**config.mk**
```make
export PLATFORM = sky130hd
export DESIGN_NAME = lru_key_value_cache_unit
export DESIGN_NICKNAME = d
export VERILOG_FILES = /design/src/sv/lkvc_pkg.sv /design/src/sv/lkvc_ram.sv /design/src/sv/lru_key_value_cache_unit.sv
export SDC_FILE = /design/constraint.sdc
export NUM_CORES = 2
export LEC_CHECK = 0
export ABC_CLOCK_PERIOD_IN_PS = 7870
export BUFFER_PORTS_ARGS = -buffer_cell sky130_fd_sc_hd__buf_2
export CAP_MARGIN = 20
export CORE_ASPECT_RATIO = 1.1
export CORE_MARGIN = 1
export CORE_UTILIZATION = 50
export CTS_BUF_LIST = sky130_fd_sc_hd__clkbuf_16
export DETAILED_ROUTE_END_ITERATION = 8
export PLACE_DENSITY_LB_ADDON = 0.12
export SLEW_MARGIN = 0
export SYNTH_ARGS = -nofsm -noshare
export SYNTH_HDL_FRONTEND = slang
export SYNTH_SLANG_ARGS = --single-unit
```
**constraint.sdc**
```tcl
create_clock -name i_clk -period 7.87 [get_ports i_clk]
set_clock_uncertainty 0.2 [all_clocks]
set_input_delay 0.3935 -clock i_clk [delete_from_list [all_inputs] [get_ports i_clk]]
set_output_delay 0.3935 -clock i_clk [all_outputs]
set_load 0.005 [all_outputs]
```
**src/sv/lkvc_pkg.sv**
```systemverilog
// Shared types and constants of the LRU key/value cache.
package lkvc_pkg;

    localparam int MAX_ENTRIES_DEF = 16;

    localparam int KEY_W       = 32;
    localparam int VAL_W       = 32;
    localparam int CFG_FIELD_W = 5;
    localparam int CFG_DATA_W  = 32;
    localparam int CFG_ADDR_W  = 3;

    localparam logic [CFG_FIELD_W-1:0] ENTRIES_IN_USE_RESET = CFG_FIELD_W'(16);

    // Register index, taken from the word address bit of the APB port.
    localparam logic REG_ENTRIES_IN_USE = 1'b0;

    localparam logic [VAL_W-1:0] MISS_VALUE = '1;

    typedef enum logic {
        MODE_GET = 1'b0,
        MODE_PUT = 1'b1
    } t_mode;

    // Source of the read value in the result beat.
    typedef enum logic [1:0] {
        RD_ZERO = 2'd0,
        RD_MISS = 2'd1,
        RD_DATA = 2'd2
    } t_rd_sel;

endpackage

```
**src/sv/lkvc_ram.sv**
```systemverilog
// Generic simple dual-port RAM with one write port and a registered read port.
module lkvc_ram #(
    parameter int WIDTH = 32,
    parameter int DEPTH = 16,
    parameter int AW    = (DEPTH > 1) ? $clog2(DEPTH) : 1
) (
    input  logic             i_clk,
    input  logic             i_we,
    input  logic [AW-1:0]    i_waddr,
    input  logic [WIDTH-1:0] i_wdata,
    input  logic             i_re,
    input  logic [AW-1:0]    i_raddr,
    output logic [WIDTH-1:0] o_rdata
);

    logic [WIDTH-1:0] r_mem [DEPTH];
    logic [WIDTH-1:0] r_rdata;

    always_ff @(posedge i_clk) begin
        if (i_we) begin
            r_mem[i_waddr] <= i_wdata;
        end
        if (i_re) begin
            r_rdata <= r_mem[i_raddr];
        end
    end

    assign o_rdata = r_rdata;

endmodule

```
**src/sv/lru_key_value_cache_unit.sv**
```systemverilog
// Top level of the fully associative LRU key/value cache.
//
// Usage: an item (mode, key, value) is taken at a rising edge where start is high
// and busy is low. busy stays low, so a new item may be issued in every cycle.
// mode 0 is a get, mode 1 is a put. The item is held in an input register; during
// the following cycle the keys of all entries are compared in parallel, the
// recency ranks are updated and the result is loaded into the output registers.
// o_done is set from the result register, behind the input register, and is high
// for exactly one cycle; the receiver must take the beat in that cycle, as it
// cannot stall the block. Throughput is one item per cycle; each item passes
// through the input register and then the result register, and the limit is the
// key compare and age update across all entries.
// Stored values live in a small RAM whose registered read port supplies
// o_read_value during the result cycle.
// The APB port holds one register, entries_in_use, at byte address 0. It should be
// written only while no item is in flight.
// Reset (synchronous, active low) empties the cache, clears all recency ranks and
// sets entries_in_use to 16. Keys and values need no clearing since only valid
// entries are ever compared or read.
module lru_key_value_cache_unit #(
    parameter int MAX_ENTRIES = lkvc_pkg::MAX_ENTRIES_DEF
) (
    input  logic                              i_clk,
    input  logic                              i_rst_n,
    input  logic                              start,
    output logic                              busy,
    input  logic                              i_mode,
    input  logic signed [lkvc_pkg::KEY_W-1:0] i_key,
    input  logic signed [lkvc_pkg::VAL_W-1:0] i_value,
    output logic                              o_done,
    output logic                              o_hit,
    output logic signed [lkvc_pkg::VAL_W-1:0] o_read_value,
    output logic                              o_evicted,
    output logic signed [lkvc_pkg::KEY_W-1:0] o_evicted_key,
    input  logic                              psel,
    input  logic                              penable,
    input  logic                              pwrite,
    input  logic [lkvc_pkg::CFG_ADDR_W-1:0]   paddr,
    input  logic [lkvc_pkg::CFG_DATA_W-1:0]   pwdata,
    output logic [lkvc_pkg::CFG_DATA_W-1:0]   prdata,
    output logic                              pready
);

    import lkvc_pkg::*;

    localparam int IDX_W = (MAX_ENTRIES > 1) ? $clog2(MAX_ENTRIES) : 1;
    localparam int AGE_W = IDX_W;
    localparam int OCC_W = $clog2(MAX_ENTRIES + 1);
    localparam int CMP_W = (OCC_W > CFG_FIELD_W) ? OCC_W : CFG_FIELD_W;

    // Configuration register.
    logic [CFG_FIELD_W-1:0] r_entries_in_use;
    logic                   w_cfg_write;

    assign pready      = 1'b1;
    assign w_cfg_write = psel && penable && pwrite && pready
                         && (paddr[2] == REG_ENTRIES_IN_USE);

    always_ff @(posedge i_clk) begin
        if (!i_rst_n) begin
            r_entries_in_use <= ENTRIES_IN_USE_RESET;
        end else if (w_cfg_write) begin
            r_entries_in_use <= pwdata[CFG_FIELD_W-1:0];
        end
    end

    assign prdata = (paddr[2] == REG_ENTRIES_IN_USE)
                    ? CFG_DATA_W'(r_entries_in_use) : '0;

    // The datapath takes one item per cycle, so it never pushes back.
    assign busy = 1'b0;

    // Input register.
    logic             r_in_valid;
    t_mode            r_mode;
    logic [KEY_W-1:0] r_key;
    logic [VAL_W-1:0] r_value;

    always_ff @(posedge i_clk) begin
        if (!i_rst_n) begin
            r_in_valid <= 1'b0;
        end else begin
            r_in_valid <= start && !busy;
        end
    end

    always_ff @(posedge i_clk) begin
        if (start && !busy) begin
            r_mode  <= t_mode'(i_mode);
            r_key   <= i_key;
            r_value <= i_value;
        end
    end

    // Cache state. Keys sit in flops so that every entry can be compared at once.
    logic [MAX_ENTRIES-1:0] r_valid;
    logic [AGE_W-1:0]       r_age [MAX_ENTRIES];
    logic [KEY_W-1:0]       r_ekey [MAX_ENTRIES];
    logic [OCC_W-1:0]       r_occ;

    logic [MAX_ENTRIES-1:0] n_valid;
    logic [AGE_W-1:0]       n_age [MAX_ENTRIES];
    logic [OCC_W-1:0]       n_occ;

    // Lookup and replacement decisions.
    logic [MAX_ENTRIES-1:0] w_match;
    logic [MAX_ENTRIES-1:0] w_free;
    logic [MAX_ENTRIES-1:0] w_first_free;
    logic [MAX_ENTRIES-1:0] w_lru;
    logic [MAX_ENTRIES-1:0] w_target;
    logic                   w_found;
    logic [AGE_W-1:0]       w_found_age;
    logic [AGE_W-1:0]       w_lru_age;
    logic [AGE_W-1:0]       w_old_age;
    logic [CMP_W-1:0]       w_cap;
    logic                   w_has_room;
    logic                   w_insert;
    logic                   w_evict;
    logic                   w_promote;
    logic                   w_key_write;
    logic [KEY_W-1:0]       w_evict_key;
    logic [IDX_W-1:0]       w_match_idx;
    logic [IDX_W-1:0]       w_target_idx;

    always_comb begin
        if (r_entries_in_use == '0) begin
            w_cap = CMP_W'(1);
        end else if (CMP_W'(r_entries_in_use) > CMP_W'(MAX_ENTRIES)) begin
            w_cap = CMP_W'(MAX_ENTRIES);
        end else begin
            w_cap = CMP_W'(r_entries_in_use);
        end
    end

    assign w_has_room = CMP_W'(r_occ) < w_cap;
    // Ranks form a permutation of 0..occupancy-1, so the oldest entry has rank
    // occupancy-1.
    assign w_lru_age  = AGE_W'(r_occ - OCC_W'(1));

    // Lowest free slot: isolate the least significant set bit.
    assign w_free       = ~r_valid;
    assign w_first_free = w_free & (~w_free + MAX_ENTRIES'(1));

    always_comb begin
        w_found_age = '0;
        w_evict_key = '0;
        w_match_idx = '0;
        for (int i = 0; i < MAX_ENTRIES; i++) begin
            w_match[i] = r_valid[i] && (r_ekey[i] == r_key);
            w_lru[i]   = r_valid[i] && (r_age[i] == w_lru_age);
            if (w_match[i]) begin
                w_found_age = w_found_age | r_age[i];
                w_match_idx = w_match_idx | IDX_W'(i);
            end
            if (w_lru[i]) begin
                w_evict_key = w_evict_key | r_ekey[i];
            end
        end
    end

    assign w_found     = |w_match;
    assign w_insert    = r_in_valid && (r_mode == MODE_PUT) && !w_found && w_has_room;
    assign w_evict     = r_in_valid && (r_mode == MODE_PUT) && !w_found && !w_has_room;
    assign w_promote   = r_in_valid && (w_found || r_mode == MODE_PUT);
    assign w_key_write = w_insert || w_evict;

    always_comb begin
        if (w_found) begin
            w_target  = w_match;
            w_old_age = w_found_age;
        end else if (w_has_room) begin
            w_target  = w_first_free;
            w_old_age = w_found_age;
        end else begin
            w_target  = w_lru;
            w_old_age = w_lru_age;
        end
    end

    always_comb begin
        w_target_idx = '0;
        for (int i = 0; i < MAX_ENTRIES; i++) begin
            if (w_target[i]) begin
                w_target_idx = w_target_idx | IDX_W'(i);
            end
        end
    end

    // Recency update: the touched entry becomes rank 0 and every valid entry that
    // was younger than it moves back one rank. A fresh insert ages all of them.
    always_comb begin
        n_valid = r_valid;
        n_occ   = r_occ;
        for (int i = 0; i < MAX_ENTRIES; i++) begin
            n_age[i] = r_age[i];
            if (w_promote) begin
                if (w_target[i]) begin
                    n_age[i] = '0;
                end else if (r_valid[i] && (w_insert || r_age[i] < w_old_age)) begin
                    n_age[i] = r_age[i] + AGE_W'(1);
                end
            end
        end
        if (w_insert) begin
            n_valid = r_valid | w_target;
            n_occ   = r_occ + OCC_W'(1);
        end
    end

    always_ff @(posedge i_clk) begin
        if (!i_rst_n) begin
            r_valid <= '0;
            r_occ   <= '0;
            for (int i = 0; i < MAX_ENTRIES; i++) begin
                r_age[i] <= '0;
            end
        end else begin
            r_valid <= n_valid;
            r_occ   <= n_occ;
            for (int i = 0; i < MAX_ENTRIES; i++) begin
                r_age[i] <= n_age[i];
            end
        end
    end

    always_ff @(posedge i_clk) begin
        for (int i = 0; i < MAX_ENTRIES; i++) begin
            if (w_key_write && w_target[i]) begin
                r_ekey[i] <= r_key;
            end
        end
    end

    // Value store: a put writes the target slot, a get hit reads the matching
    // slot, and the registered read lands in the result cycle.
    logic [VAL_W-1:0] w_ram_rdata;
    logic             w_ram_we;
    logic             w_ram_re;

    assign w_ram_we = r_in_valid && (r_mode == MODE_PUT);
    assign w_ram_re = r_in_valid && (r_mode == MODE_GET) && w_found;

    lkvc_ram #(
        .WIDTH (VAL_W),
        .DEPTH (MAX_ENTRIES),
        .AW    (IDX_W)
    ) u_data_ram (
        .i_clk   (i_clk),
        .i_we    (w_ram_we),
        .i_waddr (w_target_idx),
        .i_wdata (r_value),
        .i_re    (w_ram_re),
        .i_raddr (w_match_idx),
        .o_rdata (w_ram_rdata)
    );

    // Result register.
    logic             r_done;
    logic             r_hit;
    t_rd_sel          r_rd_sel;
    logic             r_evicted;
    logic [KEY_W-1:0] r_evicted_key;
    t_rd_sel          n_rd_sel;

    always_comb begin
        if (r_mode == MODE_PUT) begin
            n_rd_sel = RD_ZERO;
        end else if (w_found) begin
            n_rd_sel = RD_DATA;
        end else begin
            n_rd_sel = RD_MISS;
        end
    end

    always_ff @(posedge i_clk) begin
        if (!i_rst_n) begin
            r_done <= 1'b0;
        end else begin
            r_done <= r_in_valid;
        end
    end

    always_ff @(posedge i_clk) begin
        if (r_in_valid) begin
            r_hit         <= w_found;
            r_rd_sel      <= n_rd_sel;
            r_evicted     <= w_evict;
            r_evicted_key <= w_evict ? w_evict_key : '0;
        end
    end

    always_comb begin
        case (r_rd_sel)
            RD_DATA: o_read_value = w_ram_rdata;
            RD_MISS: o_read_value = MISS_VALUE;
            RD_ZERO: o_read_value = '0;
            default: o_read_value = '0;
        endcase
    end

    assign o_done        = r_done;
    assign o_hit         = r_hit;
    assign o_evicted     = r_evicted;
    assign o_evicted_key = r_evicted_key;

`ifndef SYNTHESIS
    // The fill count must track the number of valid entries exactly.
    a_occ_matches_valid: assert property (@(posedge i_clk) disable iff (!i_rst_n)
        $countones(r_valid) == 32'(r_occ))
        else $error("occupancy does not match the number of valid entries");

    // Keys are unique among valid entries, so a lookup hits at most one entry.
    a_single_match: assert property (@(posedge i_clk) disable iff (!i_rst_n)
        r_in_valid |-> $onehot0(w_match))
        else $error("key matched more than one entry");

    // An eviction needs exactly one oldest entry to replace.
    a_evict_has_victim: assert property (@(posedge i_clk) disable iff (!i_rst_n)
        w_evict |-> $onehot(w_lru))
        else $error("eviction without a unique least recent entry");

    // An eviction beat never reports a hit.
    a_evict_not_hit: assert property (@(posedge i_clk) disable iff (!i_rst_n)
        (o_done && o_evicted) |-> !o_hit)
        else $error("eviction reported together with a hit");
`endif

endmodule
```
## Word-level counts from Yosys, hierarchy flattened

Memories as Yosys holds them, arrays and structs flattened. A register that Yosys moved wholly into a read port is not among the register bits.
Cells that the tools add are included.
Widths: inputs -> output; s select.

| storage, ports and cells | value |
|---|---|
| register bits | 129 |
| logic and storage cells | 405 |
| output and inout bits | 101 |
| bits in writable memories | 1088 |
| memories | 3 |
| input port bits | 106 |

Memory list:

| name | words | width | read ports | clocked after Yosys merged registers in | wr ports | line | text |
|---|---|---|---|---|---|---|---|
| r_ekey | 16 | 32 | 16 | 0 | 16 | lru_key_value_cache_unit.sv:98 | `logic [KEY_W-1:0] r_ekey [MAX_ENTRIES];` |
| u_data_ram.r_mem | 16 | 32 | 1 | 1 | 1 | lkvc_ram.sv:16 | `logic [WIDTH-1:0] r_mem [DEPTH];` |
| r_age | 16 | 4 | 16 | 0 | 16 | lru_key_value_cache_unit.sv:97 | `logic [AGE_W-1:0] r_age [MAX_ENTRIES];` |

| operators by class | value |
|---|---|
| reduce and logical (&&, ||, !) cells | 96 |
| $add $sub $neg | 19 |
| bitwise gates (word level) | 52 |
| muxes and demuxes | 171 |
| $lt $le $gt $ge | 18 |
| equality and inequality tests | 34 |

Operator list:

| kind | count |
|---|---|
| $eq 32x32->1 | 16 |
| $mux 32 | 16 |
| $or 32x32->32 | 15 |
| $mux 4 | 98 |
| $logic_and 1x1->1 | 74 |
| $add 4x1->4 const B | 16 |
| $eq 4x4->1 | 16 |
| $lt 4x4->1 | 16 |
| $pmux 32 s2 | 1 |
| $or 4x4->4 | 15 |
| $mux 1 | 38 |
| $mux 16 | 2 |
| $not 16->16 | 2 |
| $mux 3 | 8 |
| $logic_or 1x1->1 | 18 |
| $add 16x1->16 const B | 1 |
| $and 16x16->16 | 1 |
| $or 1x1->1 | 16 |
| $or 16x16->16 | 1 |
| $reduce_or 16->1 | 1 |
| $mux 5 | 3 |
| $mux 2 | 5 |
| $add 5x1->5 const B | 1 |
| $gt 5x5->1 const B | 1 |
| 7 further kinds | 9 |

## Logic depth before layout (Yosys ltp)

An unclocked memory read counts as a cell.

| logic depth | value |
|---|---|
| depth after elaboration | 43 |
| gate-level depth with buffers | 21 |
| gate-level depth less buffers | 18 |

## Hierarchy

A second synthesis with hierarchy kept.

| unflattened totals | value |
|---|---|
| cells, all modules | 4032 |
| area total of the unflattened synthesis | 57470.1 um^2 |

Modules (own cells, without submodules):

| module | times used | cells an instance | seq. area each (um^2) | area an instance (um^2) |
|---|---|---|---|---|
| lru_key_value_cache_unit | 1 | 3194 | 20249.4 | 37314.5 |
| lkvc_ram | 1 | 838 | 16335.7 | 20155.6 |

## Least setup slack after synthesis

No wires, ideal clock.

| path | value |
|---|---|
| path type | flip-flop to flip-flop |
| start | register r_occ[0] |
| end | memory u_data_ram.r_mem[11][0], enable pin |
| setup slack | 0.176 ns |
| stages on the path, launching flop included | 18 |
| clock period less this slack | 7.694 ns |
| data arrival time | 6.992 ns |
| library setup time | 0.502 ns |
| path through | dfxtp_1 -> buf_2 -> buf_1 -> inv_1 -> ha_1 -> clkbuf_1 -> clkbuf_1 -> xor2_1 -> nand3_1 -> nor3b_1 -> nand2_1 -> o31ai_1 -> nor2_1 -> o21bai_1 -> nor4_2 -> and3_1 -> buf_2 -> nor4_1 |

| between the ends | value |
|---|---|
| cells in the longest elaborated chain, start to end | 20 |

Ends and longest elaborated chain:

| item | line | text |
|---|---|---|
| from (decl) | lru_key_value_cache_unit.sv:99 | `logic [OCC_W-1:0] r_occ;` |
| from (signal assigned) | lru_key_value_cache_unit.sv:219 | `r_occ <= n_occ;` |
| $sub 4x1->4 (*) | lru_key_value_cache_unit.sv:138 | `assign w_lru_age = AGE_W'(r_occ - OCC_W'(1));` |
| net w_lru_age[0] | lru_key_value_cache_unit.sv:113 | `logic [AGE_W-1:0] w_lru_age;` |
| $eq 4x4->1 | lru_key_value_cache_unit.sv:150 | `w_lru[i] = r_valid[i] && (r_age[i] == w_lru_age);` |
| $logic_and 1x1->1 | lru_key_value_cache_unit.sv:150 |  |
| $mux 16 (*) | lru_key_value_cache_unit.sv:171 | `end else if (w_has_room) begin` |
| $mux 16 (*) | lru_key_value_cache_unit.sv:168 | `if (w_found) begin` |
| $mux 1 | lru_key_value_cache_unit.sv:183 | `if (w_target[i]) begin` |
| $mux 2 (2 in a row) | lru_key_value_cache_unit.sv:183 |  |
| $mux 3 (4 in a row) | lru_key_value_cache_unit.sv:183 |  |
| $mux 4 (7 in a row) | lru_key_value_cache_unit.sv:183 |  |
| $mux 4 (*) | lru_key_value_cache_unit.sv:183 |  |
| to (decl) | lkvc_ram.sv:16 |  |

The timed path passes the listed nets; every way through them passes the cells marked *.

==> metrics.txt <==
share of layout cells above drive strength 1 13.4%; First DRT Iteration DRCs 6,301; number of global-route vias before repair 40,400; CP Capture Type register; die area 119,000 sq um; hold crit path type in2reg; Synth Flop Type edfxtp_1; GRT overflow 0; FFs w/ async S/R, synth 0%; Slew @ Worst Pin 1.30 ns; Worst EP required 8.13 ns; Commonest cells post-synth 1,157 x edfxtp_1, 373 x xnor2_1, 311 x mux2i_1; CP Launch Point r_key[31]$_DFFE_PP_; CTS tree done; Yosys warnings 0; Peak VDD IR 0.239 mV; Synth area leader edfxtp_1; total wire length 258,000 um; top cells by area, synth edfxtp_1 59%, xnor2_1 5.5%, mux2i_1 5.3%; setup TNS 0 ns; CORE AREA 116,000 sq um; max-cap violation count 0; Final setup viols 0; post-CTS setup repair buffer count 0; FILL cells 9,390; Initial Util 50.7%; Rel. slew slack 12.8%; Via Count 43,000; worst reg2reg path startpoint r_key[31]$_DFFE_PP_; Comb power frac 7.5%; initial antenna violation count 12; run status complete, but fails checks; cts repair resizes 0; GPL Wtd Cong 1.14; Seq/Total Area, Yosys 62.0%; # IOs 207; Post-Syn Area 59,000 sq um; setup ws final 0.790 ns; vias per cell 6.73; NetSw 3.68 mW; CP max FO 39; Buffers on Ports 148; Synth top area share 58.9%; failing checks DRC; Syn Inst Count 4,452; Wirelength per Cell 40.5 um; Pwr Density 218 nW/um^2; sequential power share 50.7%; crit start category register; clock latency on the worst-skew pair 0.80 ns; switching part of the total 24.9%; count of pins over their slew limit 0; Reg clk slew, reported paths 0.06 ns; hold_sp i_rst_n; largest net degree at the start of global routing 134; Die Height 362 um; crit path DAT 7.34 ns; DP HPWL 180,000 um; CTS Root Cell clkbuf_16; Period Utilization, post-route 90.0%; Rows 131; total internal power 11.1 mW; H-tree lvl count 4; LEAKAGE 24.1 nW; number of buffers created by CTS 133; Net count, final 4,924; area grow syn2layout 14.9%; GRT Util Overall 43.2%; most frequent cell after synthesis edfxtp_1; flops & latches, synth 1,249; DR DRC count 24; chip width 329 um; post-layout min period 7.08 ns; CTS Sinks 1,249; Post-Syn Area per Cell 13.2 sq um; worst slack, placed 1.31 ns; Final ANT Viol Nets 0; Distinct cells, synth 98; first-pass GRT wire length 344,000 um; CTS Hold Buffers Added 77; Initial DRT Pass Iterations 9; RSZ-0062 raised after global routing no; critical path class reg2reg; clock share of power 41.9%; Post-synth EDFFs 1,157; Final Hold Vio Count 0; Fmax 0.141 GHz; Max clock buf depth 3
layer usage:
layer	vias up	global-route usage (%)	part of all wire, %
met5	-	0	0.012
met4	6	37.1	11
met3	752	10.6	8.8
met2	2627	66.4	45
met1	21600	50.7	36
li1	18000	-	-
cells by family (layout without fill, tap and decap cells):
logic type                 after synthesis  count (layout)  synth area share (%)
AOI/OAI and AO/OA                      810             810                  9.72
xor gates and xnor gates               557             557                  8.30
adders and majority gates               72              72                  1.53
buffers and inverters                  356             726                  2.69
DFF                                   1249            1249                  62.0
muxes                                  314             314                  5.34
other                                    2              35                0.0127
and+or+nand+nor                       1092            1092                  10.4
critical path, stage by stage (launching register included):
cell and delay, ns:
edfxtp_1 0.92, buf_4 0.35, xor2_1 0.82, nor4_1 0.31
nand4_1 0.25, or3_1 0.29, o2111ai_4 0.18, nor4b_4 0.34
buf_4 0.54, nand3_2 0.90, nor2_4 1.09, buf_4 0.44
power by group through the flow:
stage	Combinational [mW]	Sequential [mW]	Clock, mW
after floorplan	0.484	7.57	0
after global placement	0.999	7.61	0
after detailed placement	0.999	7.62	0
after CTS	1.03	7.48	6.23
after global routing	1.09	7.49	6.47
final	1.10	7.48	6.19
per-stage QoR:
stage | hold WS [ns] | instance area, sq um | total power [mW] | instances | util, %
after global placement | 0.304 | 62500 | 8.61 | 6054 | 53.7
after global routing | 0.0455 | 67700 | 15.1 | 6378 | 58.2
final | 0.0472 | 67800 | 14.8 | 6384 | 58.2
after CTS | 0.0144 | 67600 | 14.7 | 6370 | 58.1
after detailed placement | 0.313 | 62500 | 8.62 | 6055 | 53.7
after floorplan | 0.278 | 59100 | 8.05 | 4479 | -
registers in the layout, indices dropped and copies added, names as in the netlist, 16 cells and up:
signal / cells
u_data_ram.r_mem: 512
r_value: 32
r_ekey: 512
r_key: 32
r_valid: 16
o_evicted_key: 32
r_age: 64
u_data_ram.o_rdata: 32
cells in the final DEF, fill, tap and decap left out, drive strengths merged, types with 39 or more instances in the layout:
| master | n |
|---|---|
| a21oi | 110 |
| a221oi | 39 |
| a22o | 43 |
| a22oi | 223 |
| buf | 348 |
| clkbuf | 136 |
| clkinv | 59 |
| dfxtp | 92 |
| dlygate4sd3 | 77 |
| edfxtp | 1157 |
| ha | 72 |
| inv | 87 |
| mux2i | 311 |
| nand2 | 105 |
| nand2b | 71 |
| nand3 | 159 |
| nand4 | 196 |
| nor2 | 193 |
| nor3 | 58 |
| nor4 | 97 |
| o21ai | 78 |
| o22ai | 141 |
| xnor2 | 373 |
| xor2 | 183 |
path summary, 6_finish.rpt:
check | cells past startpoint | slack, ns | endpoint
setup / recovery | 11 | 0.79 | r_ekey[0][58]$_DFFE_PP_
hold / removal | 3 | 0.05 | r_age[1][9]$_SDFFE_PN0P_
setup reg to reg | 11 | 0.79 | r_ekey[0][58]$_DFFE_PP_
hold reg to reg | 2 | 0.32 | r_occ[4]$_SDFFE_PN0P_
cell type report:
class / instances / area [sq um] / share of cell area (%)
Tap cell: 1529 / 1910 / 2.82
Sequential cell: 1249 / 36600 / 54.0
Inverter: 62 / 233 / 0.343
Timing Repair Buffer: 426 / 3360 / 4.95
Clock buffer: 135 / 3380 / 4.99
Multi-Input combinational cell: 2874 / 21400 / 31.6
Antenna cell: 6 / 15.0 / 0.0222
Clock inverter: 103 / 895 / 1.32
(Power assumes the default switching activity.)
